## src/rtl/vn_pkg.sv

```systemverilog
// ----------------------------------------------------------------------------
// vn_pkg
// Shared types, sizes and helpers for the vector normalizer.
// ----------------------------------------------------------------------------
package vn_pkg;

  localparam int VEC_MAX   = 8;
  localparam int ELEM_BITS = 16;
  localparam int CNT_W     = $clog2(VEC_MAX + 1);
  localparam int IDX_W     = (VEC_MAX > 1) ? $clog2(VEC_MAX) : 1;
  localparam int SUM_W     = 2 * ELEM_BITS + $clog2(VEC_MAX) + 1;
  localparam int NORM_W    = 17;
  localparam int ROOT_W    = SUM_W / 2;
  localparam int SQ_STEPS  = ELEM_BITS;
  localparam int RT_STEPS  = ROOT_W;
  localparam int DV_STEPS  = ELEM_BITS;

  typedef struct packed {
    logic signed [15:0] element;
    logic               last_element;
  } in_item_t;

  typedef struct packed {
    logic signed [15:0] unit_component;
    logic [16:0]        vector_norm;
    logic               zero_norm;
    logic               last_result;
  } out_item_t;

  typedef struct packed {
    logic start;
    logic clear;
  } sq_ctrl_t;

  typedef enum logic [2:0] {
    ST_IDLE,
    ST_SQUARE,
    ST_ROOT,
    ST_DIVIDE,
    ST_PUSH
  } vn_state_t;

  function automatic logic [ELEM_BITS-1:0] mag_of(input logic signed [ELEM_BITS-1:0] v);
    logic signed [ELEM_BITS-1:0] n;
    n = -v;
    return v[ELEM_BITS-1] ? ELEM_BITS'(n) : ELEM_BITS'(v);
  endfunction

  // quotient never exceeds one full scale step, so only the positive side clips
  function automatic logic [ELEM_BITS-1:0] unit_sat(input logic [ELEM_BITS-1:0] q,
                                                    input logic neg);
    logic [ELEM_BITS-1:0] n;
    n = ~q + ELEM_BITS'(1);
    if (neg) begin
      return n;
    end
    return q[ELEM_BITS-1] ? {1'b0, {(ELEM_BITS-1){1'b1}}} : q;
  endfunction

endpackage

```

## src/rtl/vn_square.sv

```systemverilog
// ----------------------------------------------------------------------------
// vn_square
// Bit-serial squarer feeding the running sum of squares.
// ----------------------------------------------------------------------------
module vn_square
  import vn_pkg::*;
(
  input  logic                 clk,
  input  logic                 rst_n,
  input  sq_ctrl_t             ctrl,
  input  logic [ELEM_BITS-1:0] mag,
  output logic                 done,
  output logic [SUM_W-1:0]     sum
);

  localparam int CW = $clog2(SQ_STEPS);

  logic                   busy_r;
  logic                   done_r;
  logic [CW-1:0]          cnt_r;
  logic [2*ELEM_BITS-1:0] mcand_r;
  logic [ELEM_BITS-1:0]   mplier_r;
  logic [SUM_W-1:0]       sum_r;

  always_ff @(posedge clk) begin
    if (!rst_n) begin
      busy_r <= 1'b0;
      done_r <= 1'b0;
      cnt_r  <= '0;
      sum_r  <= '0;
    end else begin
      done_r <= busy_r && (cnt_r == CW'(SQ_STEPS - 1));
      if (ctrl.clear) begin
        sum_r <= '0;
      end
      if (ctrl.start) begin
        busy_r   <= 1'b1;
        cnt_r    <= '0;
        mcand_r  <= (2*ELEM_BITS)'(mag);
        mplier_r <= mag;
      end else if (busy_r) begin
        if (mplier_r[0]) begin
          sum_r <= sum_r + SUM_W'(mcand_r);
        end
        mcand_r  <= {mcand_r[2*ELEM_BITS-2:0], 1'b0};
        mplier_r <= {1'b0, mplier_r[ELEM_BITS-1:1]};
        cnt_r    <= cnt_r + CW'(1);
        if (cnt_r == CW'(SQ_STEPS - 1)) begin
          busy_r <= 1'b0;
        end
      end
    end
  end

  assign done = done_r;
  assign sum  = sum_r;

endmodule

```

## src/rtl/vn_sqrt.sv

```systemverilog
// ----------------------------------------------------------------------------
// vn_sqrt
// Digit-by-digit integer square root, two radicand bits per cycle.
// ----------------------------------------------------------------------------
module vn_sqrt
  import vn_pkg::*;
(
  input  logic              clk,
  input  logic              rst_n,
  input  logic              start,
  input  logic [SUM_W-1:0]  radicand,
  output logic              done,
  output logic [NORM_W-1:0] root
);

  localparam int CW  = $clog2(RT_STEPS);
  localparam int REM_W = NORM_W + 1;

  logic              busy_r;
  logic              done_r;
  logic [CW-1:0]     cnt_r;
  logic [SUM_W-1:0]  x_r;
  logic [REM_W-1:0]  rem_r;
  logic [NORM_W-1:0] root_r;
  logic [REM_W:0]    rem_sh;
  logic [REM_W:0]    trial;
  logic              ge;
  logic [REM_W:0]    rem_nxt;

  always_comb begin
    rem_sh  = {rem_r[REM_W-2:0], x_r[SUM_W-1 -: 2]};
    trial   = {root_r, 2'b01};
    ge      = (rem_sh >= trial);
    rem_nxt = ge ? (rem_sh - trial) : rem_sh;
  end

  always_ff @(posedge clk) begin
    if (!rst_n) begin
      busy_r <= 1'b0;
      done_r <= 1'b0;
      cnt_r  <= '0;
      root_r <= '0;
    end else begin
      done_r <= busy_r && (cnt_r == CW'(RT_STEPS - 1));
      if (start) begin
        busy_r <= 1'b1;
        cnt_r  <= '0;
        x_r    <= radicand;
        rem_r  <= '0;
        root_r <= '0;
      end else if (busy_r) begin
        x_r    <= {x_r[SUM_W-3:0], 2'b00};
        rem_r  <= rem_nxt[REM_W-1:0];
        root_r <= {root_r[NORM_W-2:0], ge};
        cnt_r  <= cnt_r + CW'(1);
        if (cnt_r == CW'(RT_STEPS - 1)) begin
          busy_r <= 1'b0;
        end
      end
    end
  end

  assign done = done_r;
  assign root = root_r;

endmodule

```

## src/rtl/vn_div.sv

```systemverilog
// ----------------------------------------------------------------------------
// vn_div
// Restoring divider, one quotient bit per cycle, for magnitude * 2^15 / norm.
// ----------------------------------------------------------------------------
module vn_div
  import vn_pkg::*;
(
  input  logic                 clk,
  input  logic                 rst_n,
  input  logic                 start,
  input  logic [ELEM_BITS-1:0] mag,
  input  logic [NORM_W-1:0]    divisor,
  output logic                 done,
  output logic [ELEM_BITS-1:0] quot
);

  localparam int CW = $clog2(DV_STEPS);

  logic                 busy_r;
  logic                 done_r;
  logic [CW-1:0]        cnt_r;
  logic [NORM_W-1:0]    dsr_r;
  logic [NORM_W-1:0]    rem_r;
  logic [ELEM_BITS-1:0] dnd_r;
  logic [ELEM_BITS-1:0] quot_r;
  logic [NORM_W:0]      rem_sh;
  logic                 ge;
  logic [NORM_W:0]      rem_nxt;

  // magnitude never exceeds the norm, so the upper dividend bits start below it
  always_comb begin
    rem_sh  = {rem_r, dnd_r[ELEM_BITS-1]};
    ge      = (rem_sh >= {1'b0, dsr_r});
    rem_nxt = ge ? (rem_sh - {1'b0, dsr_r}) : rem_sh;
  end

  always_ff @(posedge clk) begin
    if (!rst_n) begin
      busy_r <= 1'b0;
      done_r <= 1'b0;
      cnt_r  <= '0;
    end else begin
      done_r <= busy_r && (cnt_r == CW'(DV_STEPS - 1));
      if (start) begin
        busy_r <= 1'b1;
        cnt_r  <= '0;
        dsr_r  <= divisor;
        rem_r  <= NORM_W'(mag[ELEM_BITS-1:1]);
        dnd_r  <= {mag[0], {(ELEM_BITS-1){1'b0}}};
        quot_r <= '0;
      end else if (busy_r) begin
        rem_r  <= rem_nxt[NORM_W-1:0];
        dnd_r  <= {dnd_r[ELEM_BITS-2:0], 1'b0};
        quot_r <= {quot_r[ELEM_BITS-2:0], ge};
        cnt_r  <= cnt_r + CW'(1);
        if (cnt_r == CW'(DV_STEPS - 1)) begin
          busy_r <= 1'b0;
        end
      end
    end
  end

  assign done = done_r;
  assign quot = quot_r;

endmodule

```

## src/rtl/vector_normalize.sv

```systemverilog
// ----------------------------------------------------------------------------
// vector_normalize
// Euclidean normalization of a fixed-point vector, bit-serial datapath.
// ----------------------------------------------------------------------------
//  channel  dir  handshake          payload
//  in_      in   in_valid/in_ready  in_item_t  (element, last_element)
//  out_     out  out_valid/out_ready out_item_t (unit_component, vector_norm,
//                                               zero_norm, last_result)
//
//  each item is squared by the 16-step serial squarer; closing a vector runs
//  the 18-step square root, then the 16-step divider once per result (no
//  division on zero norm)
//  synchronous active-low reset clears control state and the running sum
//  a stalled result holds in the output register; the next item is taken
//  while the final result of a vector still waits
// ----------------------------------------------------------------------------
module vector_normalize
  import vn_pkg::*;
(
  input  logic      clk,
  input  logic      rst_n,
  input  logic      in_valid,
  output logic      in_ready,
  input  in_item_t  in_data,
  output logic      out_valid,
  input  logic      out_ready,
  output out_item_t out_data
);

  vn_state_t            state_r, state_nxt;
  logic [CNT_W-1:0]     count_r;
  logic [IDX_W-1:0]     idx_r, idx_nxt;
  logic                 close_r;
  logic                 zero_r;
  logic [NORM_W-1:0]    norm_r;
  logic signed [15:0]   comp_r [VEC_MAX];
  logic                 out_valid_r;
  out_item_t            out_data_r;

  sq_ctrl_t             sq_ctrl;
  logic                 sq_done;
  logic [SUM_W-1:0]     sq_sum;
  logic                 rt_start, rt_done;
  logic [NORM_W-1:0]    rt_root;
  logic                 dv_start, dv_done;
  logic [ELEM_BITS-1:0] dv_quot;
  logic                 out_load;
  logic                 idx_last;
  logic [CNT_W-1:0]     count_inc;

  assign count_inc = count_r + CNT_W'(1);
  assign idx_last  = (CNT_W'(idx_r) == count_r - CNT_W'(1));

  vn_square u_square (
    .clk   (clk),
    .rst_n (rst_n),
    .ctrl  (sq_ctrl),
    .mag   (mag_of(in_data.element)),
    .done  (sq_done),
    .sum   (sq_sum)
  );

  vn_sqrt u_sqrt (
    .clk      (clk),
    .rst_n    (rst_n),
    .start    (rt_start),
    .radicand (sq_sum),
    .done     (rt_done),
    .root     (rt_root)
  );

  vn_div u_div (
    .clk     (clk),
    .rst_n   (rst_n),
    .start   (dv_start),
    .mag     (mag_of(comp_r[idx_nxt])),
    .divisor (rt_root),
    .done    (dv_done),
    .quot    (dv_quot)
  );

  always_comb begin
    state_nxt = state_r;
    idx_nxt   = idx_r;
    in_ready  = 1'b0;
    sq_ctrl   = '0;
    rt_start  = 1'b0;
    dv_start  = 1'b0;
    out_load  = 1'b0;
    unique case (state_r)
      ST_IDLE: begin
        in_ready = 1'b1;
        if (in_valid) begin
          sq_ctrl.start = 1'b1;
          state_nxt     = ST_SQUARE;
        end
      end
      ST_SQUARE: begin
        if (sq_done) begin
          if (close_r) begin
            rt_start      = 1'b1;
            sq_ctrl.clear = 1'b1;
            state_nxt     = ST_ROOT;
          end else begin
            state_nxt = ST_IDLE;
          end
        end
      end
      ST_ROOT: begin
        if (rt_done) begin
          idx_nxt = '0;
          if (rt_root == '0) begin
            state_nxt = ST_PUSH;
          end else begin
            dv_start  = 1'b1;
            state_nxt = ST_DIVIDE;
          end
        end
      end
      ST_DIVIDE: begin
        if (dv_done) begin
          state_nxt = ST_PUSH;
        end
      end
      ST_PUSH: begin
        if (!out_valid_r || out_ready) begin
          out_load = 1'b1;
          if (idx_last) begin
            state_nxt = ST_IDLE;
          end else begin
            idx_nxt = idx_r + IDX_W'(1);
            if (!zero_r) begin
              dv_start  = 1'b1;
              state_nxt = ST_DIVIDE;
            end
          end
        end
      end
      default: begin
        state_nxt = ST_IDLE;
      end
    endcase
  end

  always_ff @(posedge clk) begin
    if (!rst_n) begin
      state_r     <= ST_IDLE;
      count_r     <= '0;
      idx_r       <= '0;
      close_r     <= 1'b0;
      zero_r      <= 1'b0;
      out_valid_r <= 1'b0;
    end else begin
      state_r <= state_nxt;
      idx_r   <= idx_nxt;
      if (in_valid && in_ready) begin
        count_r <= count_inc;
        close_r <= in_data.last_element || (count_inc == CNT_W'(VEC_MAX));
      end
      if (rt_done && state_r == ST_ROOT) begin
        zero_r <= (rt_root == '0);
      end
      if (out_load && idx_last) begin
        count_r <= '0;
      end
      if (out_load) begin
        out_valid_r <= 1'b1;
      end else if (out_ready) begin
        out_valid_r <= 1'b0;
      end
    end
  end

  always_ff @(posedge clk) begin
    if (in_valid && in_ready) begin
      comp_r[count_r[IDX_W-1:0]] <= in_data.element;
    end
    if (rt_done && state_r == ST_ROOT) begin
      norm_r <= rt_root;
    end
    if (out_load) begin
      out_data_r.unit_component <= zero_r ? '0 : unit_sat(dv_quot, comp_r[idx_r][15]);
      out_data_r.vector_norm    <= norm_r;
      out_data_r.zero_norm      <= zero_r;
      out_data_r.last_result    <= idx_last;
    end
  end

  assign out_valid = out_valid_r;
  assign out_data  = out_data_r;

endmodule

```

## config.mk

```make
export PLATFORM = sky130hd
export DESIGN_NAME = vector_normalize
export DESIGN_NICKNAME = d
export VERILOG_FILES = /design/src/rtl/vn_pkg.sv /design/src/rtl/vn_square.sv /design/src/rtl/vn_sqrt.sv /design/src/rtl/vn_div.sv /design/src/rtl/vector_normalize.sv
export SDC_FILE = /design/constraint.sdc
export NUM_CORES = 1
export LEC_CHECK = 0
export ABC_AREA = 1
export BUFFER_PORTS_ARGS = -buffer_cell sky130_fd_sc_hd__clkbuf_2
export CORE_ASPECT_RATIO = 0.9
export CORE_MARGIN = 2
export CORE_UTILIZATION = 57
export CTS_CLUSTER_DIAMETER = 60
export CTS_CLUSTER_SIZE = 30
export DETAILED_ROUTE_END_ITERATION = 8
export GPL_TIMING_DRIVEN = 1
export PLACE_DENSITY = 0.76
export SKIP_CTS_REPAIR_TIMING = 1
export SLEW_MARGIN = 15
export SYNTH_ARGS = -nofsm -noshare
export SYNTH_HDL_FRONTEND = slang
export SYNTH_SLANG_ARGS = --single-unit
```

## constraint.sdc

```tcl
create_clock -name clk -period 5.5 [get_ports clk]
set_input_delay 0.825 -clock clk [delete_from_list [all_inputs] [get_ports clk]]
set_output_delay 0.825 -clock clk [all_outputs]
set_load 0.03 [all_outputs]
```

==> results of run 1 <==
[cell usage in the layout (no fill, tap or decap), types with 8 or more instances in the layout]
master and n:
o211ai_1 14, nor2_1 186, nor3_1 30, ha_1 78, inv_2 11, dfxtp_1 85, buf_4 21, clkbuf_16 35
xnor2_1 24, xor2_1 40, nand2_1 507, nand3_1 174, clkbuf_2 57, o21ai_0 173, a21oi_1 157, a31oi_1 21
o21ai_1 8, edfxtp_1 332, a211oi_1 8, inv_1 322, nor4_1 9, nand4_1 9
[through the flow]
step	cells	power [W]	instance area (um^2)	hold WS [ps]
floorplan	2363	0.00702	21400	400
global placement	2846	0.00774	22100	404
detailed placement	2846	0.00787	22100	407
CTS	2907	0.0104	23300	426
global route	2907	0.0111	23300	429
finish	2907	0.0104	23300	423
[cell type report]
| type | count | area [um^2] |
|---|---|---|
| Fill cell | 3093 | 13800 |
| Multi-Input combinational cell | 1533 | 8080 |
| Clock inverter | 24 | 293 |
| Tap cell | 483 | 604 |
| Inverter | 334 | 1260 |
| Timing Repair Buffer | 79 | 463 |
| Clock buffer | 37 | 883 |
| Sequential cell | 417 | 11700 |
[state kept, by name, summed over array words and instances, names as in the netlist, 5 cells and up]
signal,cells
comp_r,128
norm_r,17
out_data,35
u_div.dsr_r,17
u_div.quot,16
u_div.rem_r,17
u_sqrt.cnt_r,5
u_sqrt.rem_r,17
u_sqrt.root,17
u_sqrt.x_r,36
u_square.mcand_r,32
u_square.mplier_r,16
u_square.sum,36
[worst max-delay path by stage]
| stage | start | end | slack (ps) | cells past startpoint |
|---|---|---|---|---|
| 5_1_grt | count_r[1]$_SDFFE_PP0P_ | u_div.rem_r[11]$_DFFE_PP_ | 830 | 25 |
| 4_1_cts | count_r[1]$_SDFFE_PP0P_ | u_div.rem_r[11]$_DFFE_PP_ | 1220 | 25 |
| 6_report | count_r[1]$_SDFFE_PP0P_ | u_div.rem_r[11]$_DFFE_PP_ | 1180 | 25 |
| 3_5_place_dp | count_r[1]$_SDFFE_PP0P_ | u_div.rem_r[11]$_DFFE_PP_ | 1290 | 25 |
| 3_3_place_gp | count_r[1]$_SDFFE_PP0P_ | u_div.rem_r[9]$_DFFE_PP_ | 1430 | 25 |
| 2_1_floorplan | out_ready | u_div.dnd_r[15]$_DFFE_PP_ | 130 | 7 |
[worst max-delay path: cells and delay by family, from the launching register on]
family / cells / cell delay [ps]
buffers and inverters: 3 / 920
AND/OR/NAND/NOR: 20 / 2060
adder cells (fa/ha/maj): 2 / 590
flip-flops: 1 / 470
[power breakdown]
group | total [W] | internal [W] | switching [W] | leakage (nW)
combinational | 0.00361 | 0.00113 | 0.00248 | 5.50
sequential | 0.00421 | 0.00398 | 0.000234 | 3.73
clock | 0.00257 | 0.00133 | 0.00123 | 0.573
total | 0.0104 | 0.00644 | 0.00395 | 9.80
[routing by layer]
metal,GRT usage,vias up
li1,-,8040
met1,0.334,7649
met2,0.412,495
met3,0.0348,103
met4,0.0911,0
met5,0,-
[cells by family after synthesis]
family	count (synthesis)
AOI/OAI and AO/OA	435
xor gates and xnor gates	64
adders and majority gates	80
and+or+nand+nor	953
buffers and inverters	413
DFF	417
muxes	1
==> summary.md, run 1 <==
| Metric | Value |
|---|---|
| Die width | 208 um |
| Antenna cell count | 0 |
| WL per Instance | roughly 17 um |
| Setup WS pre-CTS | approximately 1300 ps |
| Vias | ~16,000 |
| Synth-to-layout area growth | 8.90% |
| Grt ovf | 0 |
| Starting Density | 0.576 |
| Syn avg cell area | 9.04 um^2 |
| Most numerous cell on the critical path | nand2_1 |
| Initial DRC Count | 1,388 |
| Simple-Gate Fraction of Synth Area | 0.189 |
| # nets final | approximately 2,500 |
| Synth Area in XOR/XNOR | 0.0263 |
| Synth top area cells | edfxtp_1 47%, nand2_1 8.9%, dfxtp_1 8.0% |
| R2R Path Start | count_r[1]$_SDFFE_PP0P_ |
| TritonCTS Sinks | approximately 420 |
| HPWL after DPL | around 33 mm |
| Clock Skew | just over 10 ps |
| Fmax | roughly 230 MHz |
| Maxcap violations | 0 |
| Synth Area in Compound Gates | 0.113 |
| Syn nets | around 2,500 |
| Hold/Removal Path Class | reg -> reg |
| Number of synthesized flops with an enable pin | approximately 330 |
| Layout cell share with drive strength beyond 1 | 0.0771 |
| Leak pwr | about 9.8 nW |
| Critical Path RT | between 5000 and 6000 ps |
| CTS Buf Count | 35 |
| Synth Flop Type | edfxtp_1 |
| Global-route wire length before repair | between 70 and 80 mm |
| #FFs+latches synth | approximately 420 |
| Worst r2r dst | u_div.rem_r[11]$_DFFE_PP_ |
| Clock-pin transition on the worst setup and hold timing paths | approximately 80 ps |
| Final period util | 0.785 |
| Final min period | approximately 4300 ps |
| Post-synth ARST share | 0 |
| Top post-synthesis cells by count | 507 x nand2_1, 332 x edfxtp_1, 323 x inv_1 |
| Worst Hold End | out_data[13]$_DFFE_PP_ |
| Routed length on met3 | slightly above 3 mm |
| Post-Route WL | 48.1 mm |
| Antenna viol nets, final | 0 |
| First-pass iteration count of the detailed router | 6 |
| GP Congestion | around 0.94 |
| Final worst slack | 1180 ps |
| Chip height | approximately 190 um |
| Final Max Tran Viols | 0 |
| Critical path class | reg -> reg |
| Startpoint Class | register |
| Met2 wire length | 22.8 mm |
| M1 wire length | 20.9 mm |
| All-Layer GR Usage | 0.248 |
| DR vias/cell | around 5.6 |
| CTS tree | done |
| Critical path data arrival time | around 4600 ps |
| CTS Root Cell | clkbuf_16 |
| I/O Buffers | 57 |
| Distinct cell type count after synthesis | 55 |
| Max H-tree Level | 2 |
| Die area | approximately 39,000 um^2 |
| Worst-Skew Late Latency | roughly 540 ps |
| Post-Syn Area | 21,400 um^2 |
| Top Layer Used | met4 |
| DRC Markers | 0 |
| Largest net degree at the start of global routing | 92 |
| RSZ-0062 raised after global routing | no |
| Row count | 67 |
| Actual slew at the worst max-slew pin | ~1100 ps |
| Maximum fanout along the worst path | 33 |
| Slowest-stage cell, CP | inv_2 |
| FF-to-FF path depth | 25 |
| I/O Pins | 58 |
| Core Util, Final | 0.628 |
| Number of setup violations in the final report | 0 |
| Largest family of logic cells by synthesized area | simple AND/OR/NAND/NOR gates |
| Pwr dens | about 450 nW/um^2 |
| Most numerous cell in the Yosys netlist | nand2_1 |
| Synthesis warning total | 0 |
| Setup TNS | 0 ps |
| Core Region | approximately 37,000 um^2 |
| Seq/Total Area, Yosys | 0.547 |
| Worst slew margin | 0.259 |
| Hold Path Origin | norm_r[11]$_DFFE_PP_ |
| Outcome | completed |
| Portion of netlist area occupied by mux cells | 0.000469 |
| Cells after Synth | between 2,000 and 2,500 |
| Number of global-route vias before repair | 16,000 |
| Synth top area share | 0.467 |
| Adder-cell share of the synthesized area | 0.0476 |
| Maximum vdd ir drop | 348 uV |
| Reg-to-reg slack, setup | 1180 ps |
| Max clock buf depth | 3 |
| Crit end category | register |
| Slowest stage delay, CP | 710 ps |
| Hold Path Stages | 0 |
| Antenna violations before repair | 0 |
| Final hold violation count | 0 |
| Cell taking the most area after synthesis | edfxtp_1 |
Note: power is estimated with default switching activity, not from simulation.
==> inputs of run 2 (changes only) <==
- CORE_UTILIZATION: 57 -> 63
- PLACE_DENSITY: 0.76 -> 0.79
- clock period: 5.5 -> 4.06 ns (I/O delays scaled with it)
==> run 2 against run 1 <==
  * First-iteration DRC count is 7.4% higher
  * Core utilization is 7.1 points higher
  * Critical path type unchanged
  * Highest routed layer unchanged
  * Largest power group unchanged
  * Setup slack worse by 910 ps
  * Total power is 34% higher
==> summary.md, run 2 (synthesis results as in run 1) <==
| Metric | Value |
|---|---|
| Number of global-route vias before repair | 15,800 (was 16,000) |
| First-pass iteration count of the detailed router | 7 (was 6) |
| DRC Markers | 0 (unchanged) |
| Core Util, Final | 0.699 (was 0.628) |
| Clock-pin transition on the worst setup and hold timing paths | 90 ps (was 80 ps) |
| Post-Route WL | 49.0 mm (was 48.1 mm) |
| RSZ-0062 raised after global routing | no (unchanged) |
| CTS tree | done (unchanged) |
| Final period util | 0.932 (was 0.785) |
| Number of setup violations in the final report | 0 (unchanged) |
| Leak pwr | 9.78 nW (was 9.80 nW) |
| Max reg flops | 128 (unchanged) |
| Startpoint Class | register (unchanged) |
| Final min period | 3780 ps (was 4320 ps) |
| CP bufs+invs | 5 (was 3) |
| Antenna viol nets, final | 0 (unchanged) |
| Max H-tree Level | 1 (was 2) |
| Crit end category | register (unchanged) |
| Critical path data arrival time | 4280 ps (was 4610 ps) |
| Setup TNS | 0 ps (unchanged) |
| Antenna cell count | 0 (unchanged) |
| Slowest-stage cell, CP | nand2_1 (was inv_2) |
| Antenna violations before repair | 0 (unchanged) |
| Flop pwr share | 0.411 (was 0.405) |
| Row count | 63 (was 67) |
| I/O Pins | 58 (unchanged) |
| Outcome | completed (unchanged) |
| Chip height | 179 um (was 188 um) |
| Clock Skew | 23.7 ps (was 10.4 ps) |
| CTS Root Cell | clkbuf_16 (unchanged) |
| Die area | 35,400 um^2 (was 39,000 um^2) |
| Die width | 198 um (was 208 um) |
| Layout cell share with drive strength beyond 1 | 0.0779 (was 0.0771) |
| Vias | 16,400 (was 16,300) |
| Logic pwr share | 0.358 (was 0.348) |
| Largest net degree at the start of global routing | 58 (was 92) |
| Maximum fanout along the worst path | 30 (was 33) |
| Internal | 0.00849 W (was 0.00644 W) |
| Critical Path RT | 4550 ps (was 5800 ps) |
| Switching power | 0.00539 W (was 0.00395 W) |
| DR vias/cell | 5.70 (was 5.60) |
| Synth-to-layout area growth | 8.58% (was 8.90%) |
| Core Region | 33,200 um^2 (was 37,100 um^2) |
| Final hold violation count | 0 (unchanged) |
| # nets final | 2,505 (was 2,501) |
| All-Layer GR Usage | 0.282 (was 0.248) |
| Switching share of power | 0.388 (was 0.380) |
| TritonCTS Sinks | 417 (unchanged) |
| Maximum vdd ir drop | 486 uV (was 348 uV) |
| HPWL after DPL | 33.9 mm (was 33.2 mm) |
| Initial DRC Count | 1,491 (was 1,388) |
| Commonest cells after routing, fill and taps aside | 507 x nand2_1, 332 x edfxtp_1, 322 x inv_1 (unchanged) |
| Max clock buf depth | 3 (unchanged) |
| Pwr dens | 599 nW/um^2 (was 447 nW/um^2) |
| Actual slew at the worst max-slew pin | 930 ps (was 1110 ps) |
| WL per Instance | 17.0 um (was 16.6 um) |
| Fmax | 264 MHz (was 232 MHz) |
| Clk pwr share | 0.231 (was 0.247) |
| Global-route wire length before repair | 78.9 mm (was 78.7 mm) |
| GP Congestion | 0.909 (was 0.937) |
| Final Max Tran Viols | 0 (unchanged) |
| Commonest non-fill, non-tap cell in the layout | nand2_1 (unchanged) |
| Worst-Skew Late Latency | 600 ps (was 540 ps) |
| Family with the most delay on the worst path | simple AND/OR/NAND/NOR gates (unchanged) |
| CP Cell Sequence | inv_2 -> nand2_1 -> nor2_1 -> inv_1 -> nor2_1 -> inv_2 -> nand2_1 -> inv_1 -> nand2_1 -> o21ai_0 -> o21ai_0 -> inv_1 |
| Grt ovf | 0 (unchanged) |
| Worst slew margin | 0.378 (was 0.259) |
| # fillers | 2,523 (was 3,093) |
| Hold/Removal Path Class | in -> reg (was reg -> reg) |
| Critical path class | reg -> reg (unchanged) |
| I/O Buffers | 57 (unchanged) |
| Slowest stage delay, CP | 740 ps (was 710 ps) |
| Starting Density | 0.643 (was 0.576) |
| CTS Buf Count | 28 (was 35) |
| Maxcap violations | 0 (unchanged) |
==> run 2: cell types whose count changed in the layout (fill, tap and decap cells not counted), moves of 3 or more <==
cell	delta
buf_4	+12
clkinv_8	+5
clkbuf_16	-4
clkinv_2	-3
clkinv_4	-3
inv_6	-3
==> run 2: metal layers <==
layer  track usage  wire length, um  up-vias
met5             0                0        -
li1              -                -     8033
met3        0.0378             3050      106
met2         0.495            23800      578
met4        0.0824             1310        0
met1         0.368            20900     7715
==> run 2: tightest hold or removal path: stages <==
cell and delay, ps:
clkbuf_2 110, nor2_1 60, a21oi_1 120
==> run 2: area by class of cell <==
type	count	area [um^2]	area share
Clock buffer	35	805	0.0347
Multi-Input combinational cell	1533	8090	0.349
Timing Repair Buffer	90	533	0.0230
Sequential cell	417	11700	0.503
Tap cell	455	569	0.0246
Clock inverter	17	265	0.0114
Inverter	334	1260	0.0542
==> run 2: power groups by stage <==
stage	registers, W	logic, W	clock network, W
floorplan	0.00587	0.00363	0
global placement	0.00577	0.00475	0
detailed placement	0.00580	0.00488	0
CTS	0.00570	0.00493	0.00323
global route	0.00576	0.00559	0.00338
finish	0.00571	0.00497	0.00320
==> run 2: worst paths after layout <==
kind	startpoint	end	slack, ps	cells after the start
worst max-delay path	state_r[0]$_SDFFE_PN0P_	u_square.sum[4]$_SDFF_PN0_	280	12
worst min-delay path	in_data[0]	close_r$_SDFFE_PN0P_	360	3
worst max register to register	state_r[0]$_SDFFE_PN0P_	u_square.sum[4]$_SDFF_PN0_	280	12
worst min register to register	norm_r[10]$_DFFE_PP_	out_data[12]$_DFFE_PP_	430	0
==> run 2: stage by stage <==
stage,std cells,instance area [um^2],power (W),hold slack [ps],worst slack (ps)
finish,2881,23200,0.0139,357,275
global route,2881,23200,0.0147,351,9.09
CTS,2881,23200,0.0139,335,405
detailed placement,2829,22100,0.0107,405,441
global placement,2829,22100,0.0105,404,540
floorplan,2363,21400,0.00950,400,54.9
==> inputs of run 3 (changes only) <==
- BUFFER_PORTS_ARGS: -buffer_cell sky130_fd_sc_hd__clkbuf_2 -> default
- CORE_UTILIZATION: 63 -> 64
- DONT_BUFFER_PORTS: default -> 1
==> run 3 against run 2 <==
  * Sequential share of layout area is 0.39 points higher
  * Clock skew is 2.8 ps higher
  * Critical path depth is 11 higher
  * Final area is 0.77% lower
  * Cell count is 3.0% lower
  * First-iteration DRC count is 6.3% lower
  * Combinational power is 4.6% lower
  * Highest routed layer unchanged
==> summary.md, run 3 (synthesis results as in run 1) <==
| Metric | Value |
|---|---|
| RSZ-0062 raised after global routing | no (unchanged) |
| CTS Root Cell | clkbuf_16 (unchanged) |
| Commonest cells after routing, fill and taps aside | 507 x nand2_1, 332 x edfxtp_1, 322 x inv_1 (unchanged) |
| Antenna violations before repair | 0 (unchanged) |
| Vias | 16,300 (was 16,400) |
| Number of setup violations in the final report | 0 (unchanged) |
| Initial DRC Count | 1,397 (was 1,491) |
| Crit end category | register (unchanged) |
| Final hold violation count | 0 (unchanged) |
| Setup TNS | 0 ps (unchanged) |
| TritonCTS Sinks | 417 (unchanged) |
| Finished Cell Area | 23,000 um^2 (was 23,200 um^2) |
| CTS tree | done (unchanged) |
| Placed Area | 21,800 um^2 (was 22,100 um^2) |
| I/O Buffers | 0 (was 57) |
| Commonest non-fill, non-tap cell in the layout | nand2_1 (unchanged) |
| # nets final | 2,450 (was 2,505) |
| All-Layer GR Usage | 0.285 (was 0.282) |
| Leak pwr | 9.61 nW (was 9.78 nW) |
| First-pass iteration count of the detailed router | 8 (was 7) |
| Critical path class | reg -> reg (unchanged) |
| Final period util | 0.895 (was 0.932) |
| Maximum fanout along the worst path | 50 (was 30) |
| Worst slew margin | 0.330 (was 0.378) |
| Pwr dens | 616 nW/um^2 (was 599 nW/um^2) |
| Critical path data arrival time | 3970 ps (was 4280 ps) |
| Actual slew at the worst max-slew pin | 1000 ps (was 930 ps) |
| Critical Path RT | 4390 ps (was 4550 ps) |
| Row count | 63 (unchanged) |
| Worst-Skew Late Latency | 600 ps (about the same) |
| Clock-pin transition on the worst setup and hold timing paths | 100 ps (was 90 ps) |
| WL per Instance | 17.6 um (was 17.0 um) |
| Die width | 197 um (was 198 um) |
| Global-route wire length before repair | 78.9 mm (about the same) |
| Core Util, Final | 0.700 (was 0.699) |
| DR vias/cell | 5.83 (was 5.70) |
| I/O Pins | 58 (unchanged) |
| Hold/Removal Path Class | in -> reg (unchanged) |
| Die area | 34,800 um^2 (was 35,400 um^2) |
| Core Region | 32,900 um^2 (was 33,200 um^2) |
| Max reg flops | 128 (unchanged) |
| Maximum vdd ir drop | 443 uV (was 486 uV) |
| Startpoint Class | register (unchanged) |
| HPWL after DPL | 33.5 mm (was 33.9 mm) |
| Max clock buf depth | 3 (unchanged) |
| Grt ovf | 0 (unchanged) |
| Clock Skew | 26.5 ps (was 23.7 ps) |
| Largest net degree at the start of global routing | 91 (was 58) |
| GP Congestion | 0.958 (was 0.909) |
| Final Max Tran Viols | 0 (unchanged) |
| Antenna viol nets, final | 0 (unchanged) |
| Fmax | 275 MHz (was 264 MHz) |
| CTS Buf Count | 31 (was 28) |
| Pwr Total | 0.0142 W (was 0.0139 W) |
| Number of global-route vias before repair | 15,500 (was 15,800) |
| Outcome | completed (unchanged) |
| Antenna cell count | 0 (unchanged) |
| Chip height | 177 um (was 179 um) |
| Layout cell share with drive strength beyond 1 | 0.0586 (was 0.0779) |
| Synth-to-layout area growth | 7.75% (was 8.58%) |
| Maxcap violations | 0 (unchanged) |
| Max H-tree Level | 1 (unchanged) |
| Starting Density | 0.650 (was 0.643) |
| Final min period | 3630 ps (was 3780 ps) |
| DRC Markers | 0 (unchanged) |
| Post-Route WL | 49.1 mm (was 49.0 mm) |
-- run 3: cell count changes in the layout (fill, tap and decap cells not counted), sizes merged --
cell,change
buf,-1
clkinv,-3
clkinvlp,+1
clkbuf,-59
inv,+8
bufinv,+1
-- run 3: per-layer routing --
layer	up-vias	share of wire	track usage
li1	7950	-	-
met3	120	0.071	0.0413
met4	0	0.035	0.106
met1	7604	0.42	0.373
met5	-	0	0
met2	630	0.48	0.484
-- run 3: worst paths after layout --
kind	cells after the start	slack, ps	startpoint	to
max	23	430	count_r[1]$_SDFFE_PP0P_	u_div.rem_r[9]$_DFFE_PP_
min	0	100	in_data[2]	comp_r[7][1]$_DFFE_PP_
max reg2reg	23	430	count_r[1]$_SDFFE_PP0P_	u_div.rem_r[9]$_DFFE_PP_
min reg2reg	0	430	norm_r[10]$_DFFE_PP_	out_data[12]$_DFFE_PP_
-- run 3: per-stage QoR --
stage	setup slack (ps)	instances	hold slack, ps
final	428	2795	101
after global routing	11.0	2795	77.8
after CTS	508	2795	78.9
after detailed placement	511	2738	405
after global placement	633	2738	401
after floorplan	54.9	2363	400
-- run 3: power by group --
| part | switching (W) | internal [W] | leakage (nW) | total, W |
|---|---|---|---|---|
| registers | 0.000504 | 0.00540 | 3.73 | 0.00590 |
| logic | 0.00323 | 0.00151 | 5.30 | 0.00474 |
| clock network | 0.00184 | 0.00170 | 0.583 | 0.00353 |
-- run 3: layout make-up --
class                      instances  area (um^2)
inverter                         334         1260
tap                              422          528
sequential                       417        11700
clock inverter                    24          410
clock buffer                      33          803
fill                            2448         9860
multi-input combinational       1533         8100
timing repair buffer              32          240
-- run 3: worst max-delay path, cell delays in order, from the launching register on --
cell and delay, ps:
dfxtp_1 480, inv_1 130, ha_1 330, inv_1 60, nand2_1 40, nand2_1 70, nand2_1 40, nor2_1 130
nand2_2 130, nand3_1 110, nand3_2 120, nand2_4 410, nand2_1 120, nand3_1 100, nand3_1 100, nand2_1 150
ha_1 220, nand2_2 90, nor2_4 110, nand3_2 90, nand2_4 110, nand3_1 80, nand3_1 110, nand2_1 50
